[src/hdl/grid_bfs_shortest_path_unit_macros.svh]
// ----------------------------------------------------------------------------
// grid bfs shortest path unit: assertion macros
// Shared helpers for the concurrent checks at the end of the top level.
// ----------------------------------------------------------------------------
`ifndef GRID_BFS_SHORTEST_PATH_UNIT_MACROS_SVH
`define GRID_BFS_SHORTEST_PATH_UNIT_MACROS_SVH

// condition must hold at every clock edge out of reset
`define GBSP_ASSERT_ALWAYS(label, clk, rst_n, cond, msg) \
    label: assert property (@(posedge clk) disable iff (!rst_n) (cond)) \
        else $error(msg);

// antecedent implies consequent in the same cycle
`define GBSP_ASSERT_IMPL(label, clk, rst_n, ante, cons, msg) \
    label: assert property (@(posedge clk) disable iff (!rst_n) (ante) |-> (cons)) \
        else $error(msg);

// antecedent implies consequent in the following cycle
`define GBSP_ASSERT_NEXT(label, clk, rst_n, ante, cons, msg) \
    label: assert property (@(posedge clk) disable iff (!rst_n) (ante) |=> (cons)) \
        else $error(msg);

`endif

[src/hdl/gbsp_pkg.sv]
// ----------------------------------------------------------------------------
// gbsp_pkg
// Types and constants shared by the grid search unit and its neighbour step unit.
// ----------------------------------------------------------------------------
package gbsp_pkg;

    // default grid bounds
    localparam int MAX_ROWS_DEF = 128;
    localparam int MAX_COLS_DEF = 128;

    // field and configuration widths
    localparam int OUT_W     = 15;
    localparam int CFG_W     = 8;
    localparam int CFG_IDX_W = 2;

    // configuration register indexes
    localparam logic [CFG_IDX_W-1:0] REG_ROWS = 2'd0;
    localparam logic [CFG_IDX_W-1:0] REG_COLS = 2'd1;

    // neighbour directions, in search order
    typedef enum logic [1:0] {
        DIR_UP    = 2'd0,
        DIR_RIGHT = 2'd1,
        DIR_DOWN  = 2'd2,
        DIR_LEFT  = 2'd3
    } t_dir;

    // sequencer states
    typedef enum logic [2:0] {
        ST_CLEAR = 3'd0,
        ST_LOAD  = 3'd1,
        ST_POP   = 3'd2,
        ST_FETCH = 3'd3,
        ST_NBR   = 3'd4,
        ST_DONE  = 3'd5,
        ST_SWEEP = 3'd6
    } t_state;

endpackage

[src/hdl/gbsp_nbr.sv]
// ----------------------------------------------------------------------------
// gbsp_nbr
// Neighbour step unit: one shared increment/decrement and bound compare
// that turns a cell and a direction into the neighbour cell.
// ----------------------------------------------------------------------------
module gbsp_nbr import gbsp_pkg::*; #(
    parameter int RW = 7,
    parameter int CW = 7
) (
    input  t_dir          i_dir,
    input  logic [RW-1:0] i_row,
    input  logic [CW-1:0] i_col,
    input  logic [RW-1:0] i_last_row,
    input  logic [CW-1:0] i_last_col,
    output logic          o_valid,
    output logic [RW-1:0] o_row,
    output logic [CW-1:0] o_col
);

    localparam int MW = (RW > CW) ? RW : CW;

    logic          w_vert;
    logic          w_dec;
    logic [MW-1:0] w_sel;
    logic [MW-1:0] w_lim;
    logic [MW-1:0] w_res;

    // pick the moving coordinate, then step it by one inside the grid
    always_comb begin
        w_vert = (i_dir == DIR_UP) || (i_dir == DIR_DOWN);
        w_dec  = (i_dir == DIR_UP) || (i_dir == DIR_LEFT);
        w_sel  = w_vert ? MW'(i_row) : MW'(i_col);
        w_lim  = w_vert ? MW'(i_last_row) : MW'(i_last_col);
        if (w_dec) begin
            o_valid = (w_sel != '0);
            w_res   = w_sel - MW'(1);
        end else begin
            o_valid = (w_sel != w_lim);
            w_res   = w_sel + MW'(1);
        end
        o_row = w_vert ? RW'(w_res) : i_row;
        o_col = w_vert ? i_col : CW'(w_res);
    end

endmodule
[config.mk]
export PLATFORM = sky130hd
export DESIGN_NAME = gbsp_nbr
export DESIGN_NICKNAME = d
export VERILOG_FILES = /design/src/hdl/grid_bfs_shortest_path_unit_macros.svh /design/src/hdl/gbsp_pkg.sv /design/src/hdl/gbsp_nbr.sv
export SDC_FILE = /design/constraint.sdc
export NUM_CORES = 1
export LEC_CHECK = 0
export ABC_CLOCK_PERIOD_IN_PS = 3000
export BUFFER_PORTS_ARGS = -buffer_cell sky130_fd_sc_hd__buf_2
export CORE_MARGIN = 1
export CORE_UTILIZATION = 26
export DETAILED_ROUTE_END_ITERATION = 10
export PLACE_DENSITY = 0.52
export SLEW_MARGIN = 30
export SYNTH_ARGS = -nofsm -noshare
export SYNTH_HDL_FRONTEND = slang
export SYNTH_SLANG_ARGS = --single-unit
export TNS_END_PERCENT = 20
[constraint.sdc]
create_clock -name vclk -period 3
set_clock_uncertainty 0.2 [all_clocks]
set_input_delay 0.3 -clock vclk [all_inputs]
set_output_delay 0.3 -clock vclk [all_outputs]
set_load 0.05 [all_outputs]
==> impl_metrics.csv, run 1 <==
group,metric,value,unit
status,status,"finished with violations",
status,violations,"DRC",
power_and_ir_drop,total_power,0.4272,mW
cts,postCtsSetupRepairBufs,0,
power_and_ir_drop,p_leak,0.6500,nW
final_layout,drive_gt1_share,43.59,%
logic_synthesis,synth.top_cell.area_share,9.642,%
sta,finalCritPeriodShare,97.74,%
logic_synthesis,yosysMostFrequentCell,"nand2_1",
worst_hold_path,min_from,"i_row[6]",
detailed_routing,wirelength,3.296,mm
floorplan,core,3337,sq um
sta,final_max_slew_viol_count,0,
final_layout,syn_to_final_growth,54.96,%
final_layout,final_cell_area,1408,sq um
placement,dp_hpwl,2.773,mm
sta,rsz0062_at_grt,"yes",
logic_synthesis,synthMuxAreaShare,13.50,%
placement,place_area,1368,sq um
logic_synthesis,synth_commonest_cells,"nand2_1, nor2_1, nor3_1",
global_route,grt_pass1_vias,1136,
final_layout,post-route-util,42.18,%
global_route,antenna_found_initial,0,
floorplan,rows,21,
power_and_ir_drop,p_per_area,303.5,nW/um^2
logic_synthesis,syn_area,908.4,sq um
logic_synthesis,synth-xor-area-share,13.50,%
worst_hold_path,hold_class,"input port to primary output",
logic_synthesis,ys_types,43,
logic_synthesis,ys_seq_area_share,0,%
logic_synthesis,synth-simple-area-share,26.45,%
logic_synthesis,synth_top_family_by_area,"compound AO/OA/AOI/OAI gates",
final_layout,nFlopsAndLatches,0,
run,max_cap_violations,0,
sta,tightest_slew,0.4688,ns
final_layout,ff_latch_area,0,sq um
detailed_routing,postRouteAntennaNets,0,
logic_synthesis,synth-compound-area-share,30.17,%
detailed_routing,drt_iter0_markers,51,
global_route,grt_max_degree,22,
logic_synthesis,yosys.area.top_type,"xor2_1",
worst_setup_path,arrival,2.43,ns
final_layout,clkbuf_count,0,
final_layout,fin_cells,241,
sta,fin_tns_setup,0,ns
sta,timing.final.ws_setup,0.06791,ns
final_layout,fill_cells,386,
final_layout,n_antenna_cell,0,
detailed_routing,drc_errors,2,
placement,portBuffers,45,
floorplan,die_w,61.11,um
sta,finalSetupViolations,0,
floorplan,die_y,61.11,um
sta,timing.hold.ws,0.7880,ns
sta,clock.fmax,0.3411,GHz
placement,pre_cts_slack,-0.07905,ns
logic_synthesis,synthTopCellsByArea,"xor2_1, ha_1, nand2_1",
logic_synthesis,synth_nets,173,
worst_setup_path,critPathKind,"input port to primary output",
logic_synthesis,synth_cells,138,
detailed_routing,drtPass1Iterations,9,
power_and_ir_drop,peakVddDrop,0.1089,mV
final_layout,fin_nets,232,
global_route,grt_pass1_wl,4.981,mm
logic_synthesis,synthAdderAreaFrac,8.127,%
floorplan,pin_count,45,
logic_synthesis,yosysWarnings,0,
cts,cts_hold_buf,0,
worst_setup_path,crit_required,2.50,ns
worst_setup_path,critPathMaxFanout,6,
floorplan,die-area,3734,sq um
worst_hold_path,hold_path_end,"o_row[6]",
detailed_routing,avgRoutedWirePerCell,13.68,um
global_route,grt.total_usage,17.31,%
global_route,grt-ovfl-total,0,
worst_setup_path,endpoint_kind,"primary output",
worst_setup_path,cp-start-kind,"input port",
logic_synthesis,syn_area_per_cell,6.582,sq um
placement,gp_congestion,0.8904,
worst_hold_path,hold-path-cell-count,3,
sta,period_minus_slack,2.932,ns
detailed_routing,via_per_inst,5.199,
sta,hold_violations,0,
placement,place_inst,241,
detailed_routing,routed-via-count,1253,
floorplan,initial_core_util,27.22,%
sta,relSlewSlack,68.75,%
## per-layer routing
layer | up-vias | GRT usage, % | wire [um]
li1 | 620 | - | -
met1 | 592 | 24.65 | 1536
met2 | 39 | 30.75 | 1607
met3 | 2 | 0 | 129
met4 | 0 | 0.9740 | 21
met5 | - | 0 | 0
## logic make-up after synthesis
logic type	count (synthesis)
adder cells (fa/ha/maj)	6
XOR/XNOR	14
AO/OA/AOI/OAI	41
AND/OR/NAND/NOR	51
multiplexers	10
buffers and inverters	16
## report_power, final
group / total (mW) / switching, mW / internal, mW / leakage, nW
registers: 0 / 0 / 0 / 0
logic: 0.427 / 0.267 / 0.160 / 0.650
clock network: 0 / 0 / 0 / 0
## layout make-up
type | count | area, sq um | share of cell area, %
multi-input cells | 122 | 927.1 | 65.87
repair buffers | 63 | 377.9 | 26.84
well taps | 46 | 57.56 | 4.089
inverters | 10 | 45.04 | 3.200
## worst max-delay path, stage by stage
cell      delay (ns)
buf_2           0.10
inv_1           0.08
ha_4            0.31
inv_4           0.05
ha_2            0.28
or2_2           0.28
o311a_4         0.13
mux2i_4         0.21
a31o_4          0.26
a211oi_4        0.24
buf_6           0.19
## worst max-delay path by stage
stage             start        to  slack (ns)  depth (start not counted)
2_1_floorplan  i_dir[0]  o_row[5]       -0.22                         11
3_3_place_gp   i_dir[0]  o_col[5]       -0.03                         11
3_5_place_dp   i_dir[0]  o_col[5]       -0.08                         11
4_1_cts        i_dir[0]  o_col[5]        0.04                         11
5_1_grt        i_dir[0]  o_row[5]       -0.01                          9
6_report       i_dir[1]  o_col[5]        0.07                         11
## what timing repair did
item | 4_1_cts | 5_1_grt
pin swaps | 0 | 0
gates resized for setup | 5 | 4
endpoints found under the setup margin | 3 | 3
## placed cells by master, fill, tap and decap left out, drive strengths merged, types with 4 or more instances in the layout
cell type	instances
nand2	15
inv	9
ha	5
o211ai	4
nor3	11
xnor2	4
o21ai	9
a21oi	10
buf	63
xor2	10
mux2	5
mux2i	5
nor2	13
Power figures use the tool's default switching activity.
==> run 2: changes to the inputs <==
==> constraint.sdc (replaced) <==
create_clock -name vclk -period 3
set_clock_uncertainty 0.2 [all_clocks]
set_input_delay 0 -clock vclk [all_inputs]
set_output_delay 0 -clock vclk [all_outputs]
set_load 0.05 [all_outputs]
==> run 2 against run 1 <==
The run now ends clean. Global-route usage decreased by 0.76 points. Sequential share of layout area unchanged. Power decreased by 14%. Final cell count decreased by 5.8%. Flip-flop and latch count unchanged. Cell area decreased by 16%. Combinational power decreased by 14%. Critical path type unchanged. Highest routed layer is now met3.
==> impl_metrics.csv, run 2 (synthesized netlist as in run 1, its figures left out) <==
group,metric,value,unit
status,status,"finished, final reports clean",
floorplan,die_w,61.11,um
global_route,grt_pass1_wl,4.754,mm
sta,hold_violations,0,
final_layout,final_common_cell,"buf_2",
final_layout,final_cell_area,1184,sq um
final_layout,drive_gt1_share,33.70,%
sta,final_max_slew_viol_count,0,
final_layout,syn_to_final_growth,30.30,%
sta,timing.hold.ws,0.1723,ns
global_route,grt-ovfl-total,0,
final_layout,multi_input_area,833.3,sq um
floorplan,die_y,61.11,um
detailed_routing,routed-via-count,1190,
global_route,grt_max_degree,22,
worst_setup_path,cp-start-kind,"input port",
placement,pre_cts_slack,0.2889,ns
worst_setup_path,endpoint_kind,"primary output",
worst_hold_path,hold_class,"input port to primary output",
sta,clock.fmax,0.3707,GHz
final_layout,layout_common_cells,"buf_2, nand2_1, nor2_1",
final_layout,fill_cells,394,
cts,postCtsSetupRepairBufs,0,
global_route,grt_pass1_vias,1033,
worst_setup_path,worst_path_max_delay_cell,"o41ai_1",
worst_setup_path,crit_cells,12,
worst_setup_path,critPathMaxFanout,9,
worst_hold_path,min_from,"i_row[6]",
global_route,grt.total_usage,16.56,%
power_and_ir_drop,p_per_area,309.9,nW/um^2
worst_setup_path,max_stage_delay,0.37,ns
power_and_ir_drop,peakVddDrop,0.09604,mV
power_and_ir_drop,total_power,0.3668,mW
final_layout,fin_nets,218,
floorplan,core,3337,sq um
final_layout,post-route-util,35.47,%
placement,portBuffers,45,
worst_setup_path,critPathKind,"input port to primary output",
sta,finalCritPeriodShare,89.91,%
sta,tightest_slew,0.7476,ns
placement,dp_hpwl,2.565,mm
cts,ctsResizeCount,0,
detailed_routing,drc_errors,0,
sta,period_minus_slack,2.697,ns
sta,rsz0062_at_grt,"no",
detailed_routing,postRouteAntennaNets,0,
floorplan,pin_count,45,
worst_setup_path,worst-path-buf-inv,4,
final_layout,ff_latch_area,0,sq um
sta,timing.final.ws_setup,0.3026,ns
final_layout,nFlopsAndLatches,0,
detailed_routing,drtPass1Iterations,4,
worst_hold_path,hold-path-cell-count,3,
power_and_ir_drop,p_leak,0.5589,nW
floorplan,die-area,3734,sq um
detailed_routing,via_per_inst,5.242,
sta,relSlewSlack,49.98,%
run,max_cap_violations,0,
cts,cts_hold_buf,0,
global_route,antenna_found_initial,0,
worst_setup_path,cpLargestDelayFamily,"buffers and inverters",
sta,finalSetupViolations,0,
detailed_routing,drt_iter0_markers,53,
placement,gp_congestion,0.8964,
placement,place_area,1184,sq um
worst_setup_path,crit_required,2.80,ns
final_layout,clkbuf_count,0,
worst_hold_path,hold_path_end,"o_row[6]",
floorplan,rows,21,
floorplan,initial_core_util,27.22,%
detailed_routing,wirelength,3.046,mm
detailed_routing,avgRoutedWirePerCell,13.42,um
worst_setup_path,crit_chain,"buf_2, clkinv_1, ha_1, buf_4, xnor2_1, ha_1, a21oi_1, o41ai_1, a22oi_1, nor2_1, xor2_1, buf_2",
final_layout,n_antenna_cell,0,
worst_setup_path,arrival,2.50,ns
==> run 2: final cells by class <==
type,instances,area share (%)
multi-input cells,122,70.40
well taps,46,4.863
inverters,10,3.171
repair buffers,49,21.56
==> run 2: per-layer routing <==
layer	part of all wire, %	global-route usage, %
met3	7.0	0.4202
met5	0	0
met1	47	23.84
met4	0	0
met2	46	29.19
==> run 2: worst max path at each step <==
| stage | from | to | slack (ns) |
|---|---|---|---|
| after global placement | i_dir[0] | o_col[5] | 0.39 |
| final | i_dir[0] | o_col[6] | 0.30 |
| after detailed placement | i_dir[0] | o_col[6] | 0.29 |
| after floorplan | i_dir[0] | o_col[2] | -0.07 |
| after global routing | i_dir[0] | o_row[6] | 0.07 |
| after CTS | i_dir[0] | o_col[6] | 0.28 |
==> run 2: through the flow <==
stage | TNS, ns | instances
2_1_floorplan | -0.1673 | 138
3_3_place_gp | 0 | 227
3_5_place_dp | 0 | 227
4_1_cts | 0 | 227
5_1_grt | 0 | 227
6_report | 0 | 227
==> run 2: report_power, final <==
group | leakage, nW | internal (mW) | switching (mW)
Clock | 0 | 0 | 0
Sequential | 0 | 0 | 0
Combinational | 0.559 | 0.119 | 0.248
Total | 0.559 | 0.119 | 0.248
